[src/sv/m6502bm_pkg.sv]
// types, codes and helpers for the reduced 6502 bus master
`default_nettype none

package m6502bm_pkg;

  typedef enum logic [2:0] {
    KIND_STEP  = 3'd0,
    KIND_REPLY = 3'd1,
    KIND_NMI   = 3'd2,
    KIND_IRQ   = 3'd3,
    KIND_RESET = 3'd4
  } kind_t;

  typedef enum logic [3:0] {
    PH_IDLE    = 4'd0,
    PH_RST_LO  = 4'd1,
    PH_RST_HI  = 4'd2,
    PH_INT_PCH = 4'd3,
    PH_INT_PCL = 4'd4,
    PH_INT_P   = 4'd5,
    PH_INT_VLO = 4'd6,
    PH_INT_VHI = 4'd7,
    PH_FETCH   = 4'd8,
    PH_OPER1   = 4'd9,
    PH_OPER2   = 4'd10,
    PH_ZP_RD   = 4'd11,
    PH_STA_WR  = 4'd12
  } phase_t;

  localparam logic [7:0] OP_LDA_IMM = 8'hA9;
  localparam logic [7:0] OP_LDA_ZP  = 8'hA5;
  localparam logic [7:0] OP_STA_ABS = 8'h8D;
  localparam logic [7:0] OP_TAX     = 8'hAA;
  localparam logic [7:0] OP_INX     = 8'hE8;

  localparam logic [7:0] FL_N = 8'h80;
  localparam logic [7:0] FL_U = 8'h20;
  localparam logic [7:0] FL_B = 8'h10;
  localparam logic [7:0] FL_I = 8'h04;
  localparam logic [7:0] FL_Z = 8'h02;

  localparam logic [15:0] RESET_VEC_LO = 16'hFFFC;
  localparam logic [15:0] RESET_VEC_HI = 16'hFFFD;
  localparam logic [7:0]  NMI_VEC_LO   = 8'hFA;
  localparam logic [7:0]  IRQ_VEC_LO   = 8'hFE;
  localparam logic [7:0]  VEC_PAGE     = 8'hFF;
  localparam logic [7:0]  STACK_PAGE   = 8'h01;

  typedef struct packed {
    logic [2:0] kind;
    logic [7:0] read_data;
  } in_item_t;

  typedef struct packed {
    logic        access_valid;
    logic        access_write;
    logic [15:0] access_address;
    logic [7:0]  access_data;
    logic        step_done;
    logic [7:0]  acc_value;
    logic [7:0]  index_value;
    logic [7:0]  stack_value;
    logic [7:0]  flags_value;
    logic [15:0] pc_value;
  } out_item_t;

  typedef struct packed {
    logic [7:0]  a;
    logic [7:0]  x;
    logic [7:0]  sp;
    logic [7:0]  p;
    logic [15:0] pc;
    logic        nmi_pend;
    logic        irq_pend;
    phase_t      phase;
    logic [7:0]  opcode;
    logic [7:0]  oper_lo;
  } cpu_state_t;

  function automatic logic [7:0] set_nz(input logic [7:0] p, input logic [7:0] v);
    logic [7:0] f;
    f = p & ~(FL_N | FL_Z);
    if (v == 8'h00) f = f | FL_Z;
    f = f | (v & FL_N);
    return f;
  endfunction

endpackage

`default_nettype wire

[src/sv/m6502bm_exec.sv]
// next-state and bus access logic for one item
`default_nettype none

module m6502bm_exec (
  input  m6502bm_pkg::cpu_state_t state,
  input  m6502bm_pkg::in_item_t    item,
  output m6502bm_pkg::cpu_state_t state_next,
  output m6502bm_pkg::out_item_t   result,
  output logic                     emit
);

  logic        acc_v;
  logic        acc_w;
  logic [15:0] acc_addr;
  logic [7:0]  acc_data;
  logic        done;
  logic [7:0]  d;

  assign d = item.read_data;

  always_comb begin
    state_next = state;
    emit       = 1'b0;
    acc_v      = 1'b0;
    acc_w      = 1'b0;
    acc_addr   = 16'h0000;
    acc_data   = 8'h00;
    done       = 1'b0;
    case (item.kind)
      m6502bm_pkg::KIND_STEP: begin
        if (state.phase == m6502bm_pkg::PH_IDLE) begin
          emit  = 1'b1;
          acc_v = 1'b1;
          if (state.nmi_pend || (state.irq_pend && ((state.p & m6502bm_pkg::FL_I) == 8'h00))) begin
            // interrupt entry: push pc high first
            if (state.nmi_pend) begin
              state_next.nmi_pend = 1'b0;
              state_next.opcode   = m6502bm_pkg::NMI_VEC_LO;
            end else begin
              state_next.irq_pend = 1'b0;
              state_next.opcode   = m6502bm_pkg::IRQ_VEC_LO;
            end
            acc_w            = 1'b1;
            acc_addr         = {m6502bm_pkg::STACK_PAGE, state.sp};
            acc_data         = state.pc[15:8];
            state_next.sp    = state.sp - 8'd1;
            state_next.phase = m6502bm_pkg::PH_INT_PCH;
          end else begin
            acc_addr         = state.pc;
            state_next.pc    = state.pc + 16'd1;
            state_next.phase = m6502bm_pkg::PH_FETCH;
          end
        end
      end
      m6502bm_pkg::KIND_REPLY: begin
        emit = 1'b1;
        case (state.phase)
          m6502bm_pkg::PH_RST_LO: begin
            state_next.oper_lo = d;
            acc_v              = 1'b1;
            acc_addr           = m6502bm_pkg::RESET_VEC_HI;
            state_next.phase   = m6502bm_pkg::PH_RST_HI;
          end
          m6502bm_pkg::PH_RST_HI: begin
            state_next.pc       = {d, state.oper_lo};
            state_next.sp       = state.sp - 8'd3;
            state_next.p        = state.p | m6502bm_pkg::FL_U;
            state_next.nmi_pend = 1'b0;
            state_next.irq_pend = 1'b0;
            done                = 1'b1;
            state_next.phase    = m6502bm_pkg::PH_IDLE;
          end
          m6502bm_pkg::PH_INT_PCH: begin
            acc_v            = 1'b1;
            acc_w            = 1'b1;
            acc_addr         = {m6502bm_pkg::STACK_PAGE, state.sp};
            acc_data         = state.pc[7:0];
            state_next.sp    = state.sp - 8'd1;
            state_next.phase = m6502bm_pkg::PH_INT_PCL;
          end
          m6502bm_pkg::PH_INT_PCL: begin
            acc_v            = 1'b1;
            acc_w            = 1'b1;
            acc_addr         = {m6502bm_pkg::STACK_PAGE, state.sp};
            acc_data         = state.p & ~m6502bm_pkg::FL_B;
            state_next.sp    = state.sp - 8'd1;
            state_next.phase = m6502bm_pkg::PH_INT_P;
          end
          m6502bm_pkg::PH_INT_P: begin
            state_next.p     = state.p | m6502bm_pkg::FL_I;
            acc_v            = 1'b1;
            acc_addr         = {m6502bm_pkg::VEC_PAGE, state.opcode};
            state_next.phase = m6502bm_pkg::PH_INT_VLO;
          end
          m6502bm_pkg::PH_INT_VLO: begin
            state_next.oper_lo = d;
            acc_v              = 1'b1;
            acc_addr           = {m6502bm_pkg::VEC_PAGE, state.opcode + 8'd1};
            state_next.phase   = m6502bm_pkg::PH_INT_VHI;
          end
          m6502bm_pkg::PH_INT_VHI: begin
            state_next.pc    = {d, state.oper_lo};
            done             = 1'b1;
            state_next.phase = m6502bm_pkg::PH_IDLE;
          end
          m6502bm_pkg::PH_FETCH: begin
            state_next.opcode = d;
            if (d inside {m6502bm_pkg::OP_LDA_IMM, m6502bm_pkg::OP_LDA_ZP,
                          m6502bm_pkg::OP_STA_ABS}) begin
              acc_v            = 1'b1;
              acc_addr         = state.pc;
              state_next.pc    = state.pc + 16'd1;
              state_next.phase = m6502bm_pkg::PH_OPER1;
            end else begin
              if (d == m6502bm_pkg::OP_TAX) begin
                state_next.x = state.a;
                state_next.p = m6502bm_pkg::set_nz(state.p, state.a);
              end else if (d == m6502bm_pkg::OP_INX) begin
                state_next.x = state.x + 8'd1;
                state_next.p = m6502bm_pkg::set_nz(state.p, state.x + 8'd1);
              end
              done             = 1'b1;
              state_next.phase = m6502bm_pkg::PH_IDLE;
            end
          end
          m6502bm_pkg::PH_OPER1: begin
            if (state.opcode == m6502bm_pkg::OP_LDA_IMM) begin
              state_next.a     = d;
              state_next.p     = m6502bm_pkg::set_nz(state.p, d);
              done             = 1'b1;
              state_next.phase = m6502bm_pkg::PH_IDLE;
            end else if (state.opcode == m6502bm_pkg::OP_LDA_ZP) begin
              acc_v            = 1'b1;
              acc_addr         = {8'h00, d};
              state_next.phase = m6502bm_pkg::PH_ZP_RD;
            end else begin
              state_next.oper_lo = d;
              acc_v              = 1'b1;
              acc_addr           = state.pc;
              state_next.pc      = state.pc + 16'd1;
              state_next.phase   = m6502bm_pkg::PH_OPER2;
            end
          end
          m6502bm_pkg::PH_OPER2: begin
            acc_v            = 1'b1;
            acc_w            = 1'b1;
            acc_addr         = {d, state.oper_lo};
            acc_data         = state.a;
            state_next.phase = m6502bm_pkg::PH_STA_WR;
          end
          m6502bm_pkg::PH_ZP_RD: begin
            state_next.a     = d;
            state_next.p     = m6502bm_pkg::set_nz(state.p, d);
            done             = 1'b1;
            state_next.phase = m6502bm_pkg::PH_IDLE;
          end
          m6502bm_pkg::PH_STA_WR: begin
            done             = 1'b1;
            state_next.phase = m6502bm_pkg::PH_IDLE;
          end
          default: begin
            // reply with nothing outstanding
            emit = 1'b0;
          end
        endcase
      end
      m6502bm_pkg::KIND_NMI: begin
        state_next.nmi_pend = 1'b1;
      end
      m6502bm_pkg::KIND_IRQ: begin
        state_next.irq_pend = 1'b1;
      end
      m6502bm_pkg::KIND_RESET: begin
        emit             = 1'b1;
        acc_v            = 1'b1;
        acc_addr         = m6502bm_pkg::RESET_VEC_LO;
        state_next.phase = m6502bm_pkg::PH_RST_LO;
      end
      default: begin
        emit = 1'b0;
      end
    endcase
  end

  always_comb begin
    result.access_valid   = acc_v;
    result.access_write   = acc_w;
    result.access_address = acc_addr;
    result.access_data    = acc_data;
    result.step_done      = done;
    result.acc_value      = state_next.a;
    result.index_value    = state_next.x;
    result.stack_value    = state_next.sp;
    result.flags_value    = state_next.p;
    result.pc_value       = state_next.pc;
  end

endmodule

`default_nettype wire

[src/sv/mini_6502_bus_master_core.sv]
// top level of the reduced 6502 bus master
//
//   channel   direction   handshake                   payload
//   item      in          item_valid / item_ready     m6502bm_pkg::in_item_t
//   result    out         result_valid / result_ready m6502bm_pkg::out_item_t
//
// one item per cycle unless the result stalls; an item passes an input register,
// then the execute logic updates the cpu registers and loads the result register
// items that produce no result (requests, ignored steps or replies) still take
// their slot in the input register but never reach the result side
// a stalled result holds the execute stage; the input register still takes one item
// rst is synchronous and clears the cpu registers, pending flags and both valids
`default_nettype none

module mini_6502_bus_master_core (
  input  logic                    clk,
  input  logic                    rst,
  input  logic                    item_valid,
  output logic                    item_ready,
  input  m6502bm_pkg::in_item_t   item,
  output logic                    result_valid,
  input  logic                    result_ready,
  output m6502bm_pkg::out_item_t  result
);

  m6502bm_pkg::in_item_t    item_q;
  logic                     item_q_valid;
  m6502bm_pkg::cpu_state_t  state;
  m6502bm_pkg::cpu_state_t  state_next;
  m6502bm_pkg::out_item_t   result_next;
  logic                     emit;
  logic                     exec_fire;

  assign exec_fire  = item_q_valid && (!result_valid || result_ready);
  assign item_ready = !item_q_valid || exec_fire;

  m6502bm_exec u_exec (
    .state      (state),
    .item       (item_q),
    .state_next (state_next),
    .result     (result_next),
    .emit       (emit)
  );

  always_ff @(posedge clk) begin
    if (rst) begin
      item_q_valid <= 1'b0;
    end else if (item_ready) begin
      item_q_valid <= item_valid;
    end
    if (item_ready && item_valid) begin
      item_q <= item;
    end
  end

  always_ff @(posedge clk) begin
    if (rst) begin
      state.a        <= 8'h00;
      state.x        <= 8'h00;
      state.sp       <= 8'h00;
      state.p        <= 8'h00;
      state.pc       <= 16'h0000;
      state.nmi_pend <= 1'b0;
      state.irq_pend <= 1'b0;
      state.phase    <= m6502bm_pkg::PH_IDLE;
      state.opcode   <= 8'h00;
      state.oper_lo  <= 8'h00;
    end else if (exec_fire) begin
      state <= state_next;
    end
  end

  always_ff @(posedge clk) begin
    if (rst) begin
      result_valid <= 1'b0;
    end else if (exec_fire) begin
      result_valid <= emit;
    end else if (result_ready) begin
      result_valid <= 1'b0;
    end
    if (exec_fire && emit) begin
      result <= result_next;
    end
  end

endmodule

`default_nettype wire

[config.mk]
export PLATFORM = sky130hd
export DESIGN_NAME = mini_6502_bus_master_core
export DESIGN_NICKNAME = d
export VERILOG_FILES = /design/src/sv/m6502bm_pkg.sv /design/src/sv/m6502bm_exec.sv /design/src/sv/mini_6502_bus_master_core.sv
export SDC_FILE = /design/constraint.sdc
export NUM_CORES = 1
export LEC_CHECK = 0
export BUFFER_PORTS_ARGS = -buffer_cell sky130_fd_sc_hd__clkbuf_2
export CORE_MARGIN = 2
export CORE_UTILIZATION = 65
export DETAILED_ROUTE_END_ITERATION = 12
export MAX_ROUTING_LAYER = met4
export PLACE_DENSITY_LB_ADDON = 0.25
export SLEW_MARGIN = 5
export SYNTH_ARGS = -nofsm -noshare
export SYNTH_HDL_FRONTEND = slang
export SYNTH_SLANG_ARGS = --single-unit
[constraint.sdc]
create_clock -name clk -period 6.6 [get_ports clk]
set_clock_uncertainty 0.15 [all_clocks]
set_input_delay 0.66 -clock clk [delete_from_list [all_inputs] [get_ports clk]]
set_output_delay 0.66 -clock clk [all_outputs]
set_load 0.1 [all_outputs]
==> results.py, run 1 <==
metrics = {
    "sta": {
        "final_period_minus_worst_setup_slack_ns": 3.96,
        "slew_headroom_pct": 7.69,
        "timing.final.hold_violations": 0,
        "tns_ns": 0,
        "achievable-frequency_ghz": 0.253,
        "final_min_period_over_clock_period_pct": 60.0,
        "setup_viol": 0,
        "worst_slew_pin_slew_ns": 1.38,
        "report.final.slew_viol_count": 0,
        "unrepaired_setup_endpoints_after_global_routing": "false",
    },
    "logic_synthesis": {
        "most_repeated_cell_in_the_gate_level_netlist_after_synthesis": "sky130_fd_sc_hd__nor2_1",
        "synth_net_count": 1042,
        "yosysWarningCount": 0,
        "synth_largest_area_cell": "sky130_fd_sc_hd__edfxtp_1",
        "synth_common_cells": "sky130_fd_sc_hd__nor2_1, sky130_fd_sc_hd__edfxtp_1, sky130_fd_sc_hd__nand2_1, sky130_fd_sc_hd__o21ai_0, sky130_fd_sc_hd__dfxtp_1",
        "synthFlopType": "sky130_fd_sc_hd__edfxtp_1",
        "asyncSetResetFlopFracSynth_pct": 0,
        "synth-edff-count": 86,
        "post_synth_instance_area_sq_mm": 0.00924,
        "synth_fa_ha_area_share_pct": 1.08,
        "postSynthAreaPerCell_sq_um": 9.06,
        "synth_top_family_by_area": "compound AO/OA/AOI/OAI gates",
        "yosys_reg_bits": 158,
        "yosys.area_share.xor_xnor_pct": 1.71,
        "synth_compound_gate_area_share_pct": 26.6,
        "synthCells": 1019,
        "distinct_cell_type_count_of_the_synthesized_netlist": 92,
        "muxShareOfSynthArea_pct": 1.42,
        "ys_top_cells_by_area": "sky130_fd_sc_hd__edfxtp_1, sky130_fd_sc_hd__dfxtp_1, sky130_fd_sc_hd__o21ai_0",
        "yosysSeqAreaShare_pct": 43.6,
        "post_synth_and_or_nand_nor_area_fraction_pct": 19.9,
        "synth_largest_type_area_fraction_pct": 28.0,
    },
    "setup_path": {
        "critical_path_max_stage_delay_ns": 1.05,
        "crit_slowest_cell": "sky130_fd_sc_hd__dfxtp_1",
        "cp_data_arrival_time_ns": 4.14,
        "timing.critical_path.fanout_max": 48,
        "worst_setup_path_category": "register to register",
        "worstSetupEndpointType": "register",
        "required_ns": 6.79,
        "critical_path.startpoint_type": "register",
        "cp_cell_sequence": "nor4_4, o21ai_0, or4b_2, clkinv_2, buf_4, a2111oi_0, o31ai_1",
    },
    "detailed_routing": {
        "residual_antenna_violating_net_count_after_detailed_routing": 0,
        "drcViolationCount": 0,
        "routedWlPerCell_um": 24.8,
        "drt-pass1-iter-count": 7,
        "via_density_per_instance": 7.27,
        "vias": 9064,
        "wl_um": 30900,
        "first_iter_violations": 1627,
    },
    "global_route": {
        "grt_start_max_net_pins": 55,
        "grt_pass1_vias": 8151,
        "grt_antenna_before_repair": 1,
        "wire_length_of_the_first_global_routing_pass_um": 46300,
        "track_usage_pct": 42.1,
        "grt_overflow_total": 0,
    },
    "placed_design": {
        "dp_hpwl_um": 20700,
        "postPlaceCellArea_sq_mm": 0.00961,
        "final_weighted_congestion_in_routability_driven_placement": 1.04,
        "buffer_ports.inserted": 91,
        "dp_cells": 1215,
    },
    "cells_and_area": {
        "area_taken_by_flip_flops_and_latches_sq_mm": 0.00402,
        "net_total_in_the_final_layout": 1077,
        "layout.cells.non_filler": 1247,
        "stdcell_area_sq_mm": 0.0102,
        "synthToLayoutAreaGrowth_pct": 10.4,
        "drive_above_1_share_pct": 15.8,
        "n_fill_cell": 1010,
        "footprint_of_the_multi_input_gates_sq_mm": 0.00470,
        "fin_util_pct": 73.5,
    },
    "job": {
        "max-cap-violations": 0,
    },
    "power": {
        "power_density_mw_per_mm2": 230,
        "power.total_w": 0.00235,
        "vdd_ir_drop_max_uv": 268,
        "total_leakage_power_nw": 3.54,
    },
    "clock_network": {
        "cts.path.max_buffers": 2,
        "postCtsSetupBuffers": 0,
        "clock_insertion_delay_worst_skew_ns": 0.43,
        "cts_made_buffers": 17,
        "clk_root_buffer_cell": "sky130_fd_sc_hd__clkbuf_16",
        "tritoncts_clock_tree": "yes",
        "ctsResizeCount": 0,
        "clock_sinks": 158,
        "clk_transition_reported_paths_ns": 0.06,
        "number_of_hold_repair_buffers_added_at_the_cts_stage": 0,
        "htreeDepth": 4,
    },
    "floorplanning": {
        "ios": 92,
        "initial_utilization_pct": 66.5,
        "floorplan.die.height_um": 123,
        "core_area_sq_mm": 0.0139,
        "std_cell_rows": 43,
        "die_wd_um": 123,
        "die-area_sq_mm": 0.0152,
    },
    "outcome": {
        "run_status": "finished clean",
    },
    "worst_hold_path": {
        "timing.hold.worst.class": "input port to register",
    },
}
==> placed cells by master (no fill, tap or decap), types with 24 or more instances in the layout <==
| master | instances |
|---|---|
| sky130_fd_sc_hd__a21oi_1 | 62 |
| sky130_fd_sc_hd__clkbuf_2 | 91 |
| sky130_fd_sc_hd__dfxtp_1 | 72 |
| sky130_fd_sc_hd__edfxtp_1 | 86 |
| sky130_fd_sc_hd__inv_1 | 27 |
| sky130_fd_sc_hd__nand2_1 | 80 |
| sky130_fd_sc_hd__nand2b_1 | 26 |
| sky130_fd_sc_hd__nand3_1 | 28 |
| sky130_fd_sc_hd__nor2_1 | 102 |
| sky130_fd_sc_hd__nor3_1 | 24 |
| sky130_fd_sc_hd__o21ai_0 | 79 |
==> where the power goes <==
group	switching, W	internal (W)	leakage [nW]
registers	0.0000372	0.00105	1.37
clock network	0.000402	0.000603	0.280
logic	0.000195	0.0000573	1.89
total	0.000634	0.00171	3.54
==> stage by stage <==
step           hold slack (ns)  setup WS [ns]
2_1_floorplan            0.286           2.55
3_3_place_gp             0.262           2.85
3_5_place_dp             0.266           2.74
4_1_cts                  0.245           2.75
5_1_grt                  0.241           2.49
6_report                 0.252           2.64
==> logic make-up after synthesis <==
logic type	after synthesis
flip-flops	158
AND/OR/NAND/NOR	355
XOR/XNOR	18
multiplexers	13
AO/OA/AOI/OAI	351
adder cells (fa/ha/maj)	8
buffers and inverters	116
==> path summary, 6_finish.rpt <==
check,start,end,slack [ns],cells after the start
max,state[19],state[18],2.64,7
min,item[6],item_q[6],0.25,1
min reg2reg,state[42],result[20],0.29,0
max reg2reg,state[19],state[18],2.64,7
==> cell type report <==
| cell class | count | area share [%] |
|---|---|---|
| diodes | 2 | 0.0491 |
| clock buffers | 21 | 4.42 |
| clock inverters | 9 | 1.34 |
| inverters | 28 | 1.04 |
| multi-input cells | 745 | 46.1 |
| flip-flops and latches | 158 | 39.5 |
| well taps | 180 | 2.21 |
| repair buffers | 104 | 5.42 |
==> per-layer routing <==
metal	global-route usage (%)	vias up	routed length, um
met5	-	-	0
met3	12.5	157	4630
met2	58.2	854	13100
li1	-	3937	-
met1	55.8	4116	11400
met4	21.9	0	1680
==> worst max-delay path, delay by kind of cell, from the launching register on <==
kind | cells | cell delay [ns]
flip-flops | 1 | 1.05
AO/OA/AOI/OAI | 3 | 0.65
AND/OR/NAND/NOR | 2 | 0.87
buffers and inverters | 2 | 1.09
==> registers in the layout, summed over array words and instances, names as in the netlist <==
signal,cells
item_q_valid,1
item_q,11
state,70
result,75
result_valid,1
(Power assumes the default switching activity.)
==> inputs of run 2 (changes only) <==
Settings changed: CORE_UTILIZATION 65 to 54.
Clock period 6.6 ns to 3.5 ns, I/O delays scaled along.
==> results.py, run 2 (same netlist as run 1, synthesis figures left out) <==
metrics = {
    "clock_network": {
        "clock_sinks": 158,
        "cts_made_buffers": 17,
        "clk_root_buffer_cell": "sky130_fd_sc_hd__clkbuf_16",
        "clock_insertion_delay_worst_skew_ns": 0.45,
        "htreeDepth": 4,
        "clk_transition_reported_paths_ns": 0.07,
        "cts.path.max_buffers": 2,
        "postCtsSetupBuffers": 0,
        "tritoncts_clock_tree": "yes",
    },
    "floorplanning": {
        "floorplan.die.height_um": 135,
        "core_area_sq_mm": 0.0166,
        "initial_utilization_pct": 55.5,
        "ios": 92,
        "std_cell_rows": 47,
        "die-area_sq_mm": 0.0182,
        "die_wd_um": 135,
    },
    "sta": {
        "setup_viol": 0,
        "timing.final.hold_violations": 0,
        "unrepaired_setup_endpoints_after_global_routing": "false",
        "worst_slew_pin_slew_ns": 0.821,
        "slew_headroom_pct": 44.8,
        "final_min_period_over_clock_period_pct": 87.8,
        "achievable-frequency_ghz": 0.326,
        "report.final.slew_viol_count": 0,
        "tns_ns": 0,
        "final_period_minus_worst_setup_slack_ns": 3.07,
    },
    "detailed_routing": {
        "residual_antenna_violating_net_count_after_detailed_routing": 0,
        "vias": 8975,
        "routedWlPerCell_um": 23.9,
        "drt-pass1-iter-count": 8,
        "drcViolationCount": 0,
        "first_iter_violations": 1320,
        "via_density_per_instance": 6.73,
        "wl_um": 31900,
    },
    "cells_and_area": {
        "layout.cells.non_filler": 1334,
        "n_fill_cell": 1423,
        "drive_above_1_share_pct": 18.6,
        "net_total_in_the_final_layout": 1123,
        "regs_by_ff_count": "result (75), state (70), item_q (11)",
        "most-common-layout-cells": "sky130_fd_sc_hd__nor2_1, sky130_fd_sc_hd__clkbuf_2, sky130_fd_sc_hd__edfxtp_1",
        "mostFrequentLayoutCell": "sky130_fd_sc_hd__nor2_1",
        "synthToLayoutAreaGrowth_pct": 15.3,
        "stdcell_area_sq_mm": 0.0107,
        "largest_register": "result",
        "largest_reg_flops": 75,
    },
    "setup_path": {
        "path_buf_inv": 0,
        "worstSetupEndpointType": "register",
        "worst_setup_path_category": "register to register",
        "timing.critical_path.fanout_max": 19,
        "critical_path.startpoint_type": "register",
        "critical_path_max_stage_delay_ns": 0.76,
        "cp_data_arrival_time_ns": 3.26,
        "cp_cell_sequence": "nor3b_2, nand2_1, o221ai_1, o21ai_0, a22o_1",
        "required_ns": 3.68,
        "category_of_cells_accounting_for_the_largest_share_of_critical_path_delay": "compound AO/OA/AOI/OAI gates",
        "worstSetupPathDepth": 5,
        "timing.reg2reg.worst_path_depth": 5,
        "crit_slowest_cell": "sky130_fd_sc_hd__edfxtp_1",
    },
    "global_route": {
        "grt_pass1_vias": 8219,
        "track_usage_pct": 36.6,
        "wire_length_of_the_first_global_routing_pass_um": 48800,
        "grt_start_max_net_pins": 76,
        "grt_overflow_total": 0,
        "grt_antenna_before_repair": 1,
    },
    "power": {
        "vdd_ir_drop_max_uv": 353,
        "power_density_mw_per_mm2": 422,
        "total_leakage_power_nw": 3.77,
    },
    "worst_hold_path": {
        "timing.hold.worst.class": "input port to register",
        "holdPathStages": 3,
    },
    "placed_design": {
        "dp_hpwl_um": 22300,
        "dp_cells": 1289,
        "buffer_ports.inserted": 91,
        "postPlaceCellArea_sq_mm": 0.00993,
        "final_weighted_congestion_in_routability_driven_placement": 1.02,
    },
    "job": {
        "max-cap-violations": 0,
    },
    "outcome": {
        "run_status": "finished clean",
    },
}
==> run 2: cell types whose count changed in the layout (fill, tap and decap cells not counted), sizes merged <==
cell / before / now
clkbuf: 112 / 108
inv: 29 / 34
dlygate4sd3: 0 / 12
buf: 13 / 47
clkinvlp: 2 / 4
diode: 2 / 1
bufinv: 3 / 2
==> run 2: report_power, final <==
group / leakage [nW] / internal [W] / switching [W]
logic: 2.11 / 0.000131 / 0.000402
registers: 1.37 / 0.00199 / 0.0000429
clock network: 0.288 / 0.00108 / 0.000859
==> run 2: tightest hold or removal path: cells and delay by family <==
kind / cells / cell delay, ns
simple gates: 1 / 0.13
compound gates: 1 / 0.07
buf+inv: 1 / 0.09
==> run 2: final timing paths <==
| kind | start | slack, ns | to |
|---|---|---|---|
| min | result_ready | 0.09 | result_valid |
| max reg2reg | item_q[8] | 0.43 | state[31] |
| min reg2reg | state[42] | 0.28 | result[20] |
| max | item_q[8] | 0.43 | state[31] |
==> run 2: area by class of cell <==
type / count / area (sq um) / area share (%)
Multi-Input combinational cell: 745 / 4700 / 44.1
Sequential cell: 158 / 4020 / 37.8
Timing Repair Buffer: 150 / 941 / 8.83
Clock buffer: 17 / 425 / 3.99
Tap cell: 220 / 275 / 2.58
Clock inverter: 15 / 176 / 1.66
Inverter: 28 / 109 / 1.02
Antenna cell: 1 / 2.50 / 0.0235
==> run 2: repair_timing <==
item                                   in CTS  in global routing
hold buffers                               12                  0
resized for setup                           0                  0
endpoints found under the hold margin      12                  0
==> run 2: routing by layer <==
metal	track usage, %	vias up	share of wire (%)
li1	-	4017	-
met1	50.2	4238	41
met2	52.1	624	43
met3	8.48	96	12
met4	15.4	0	3.9
met5	-	-	0
==> run 2: stage by stage <==
stage,total power [W],utilization [%],setup slack [ns],hold WS [ns]
2_1_floorplan,0.00244,-,0.0427,0.286
3_3_place_gp,0.00257,59.6,0.590,0.265
3_5_place_dp,0.00258,59.6,0.505,0.267
4_1_cts,0.00448,64.0,0.490,0.0908
5_1_grt,0.00460,64.0,0.223,0.136
6_report,0.00450,64.0,0.428,0.0947
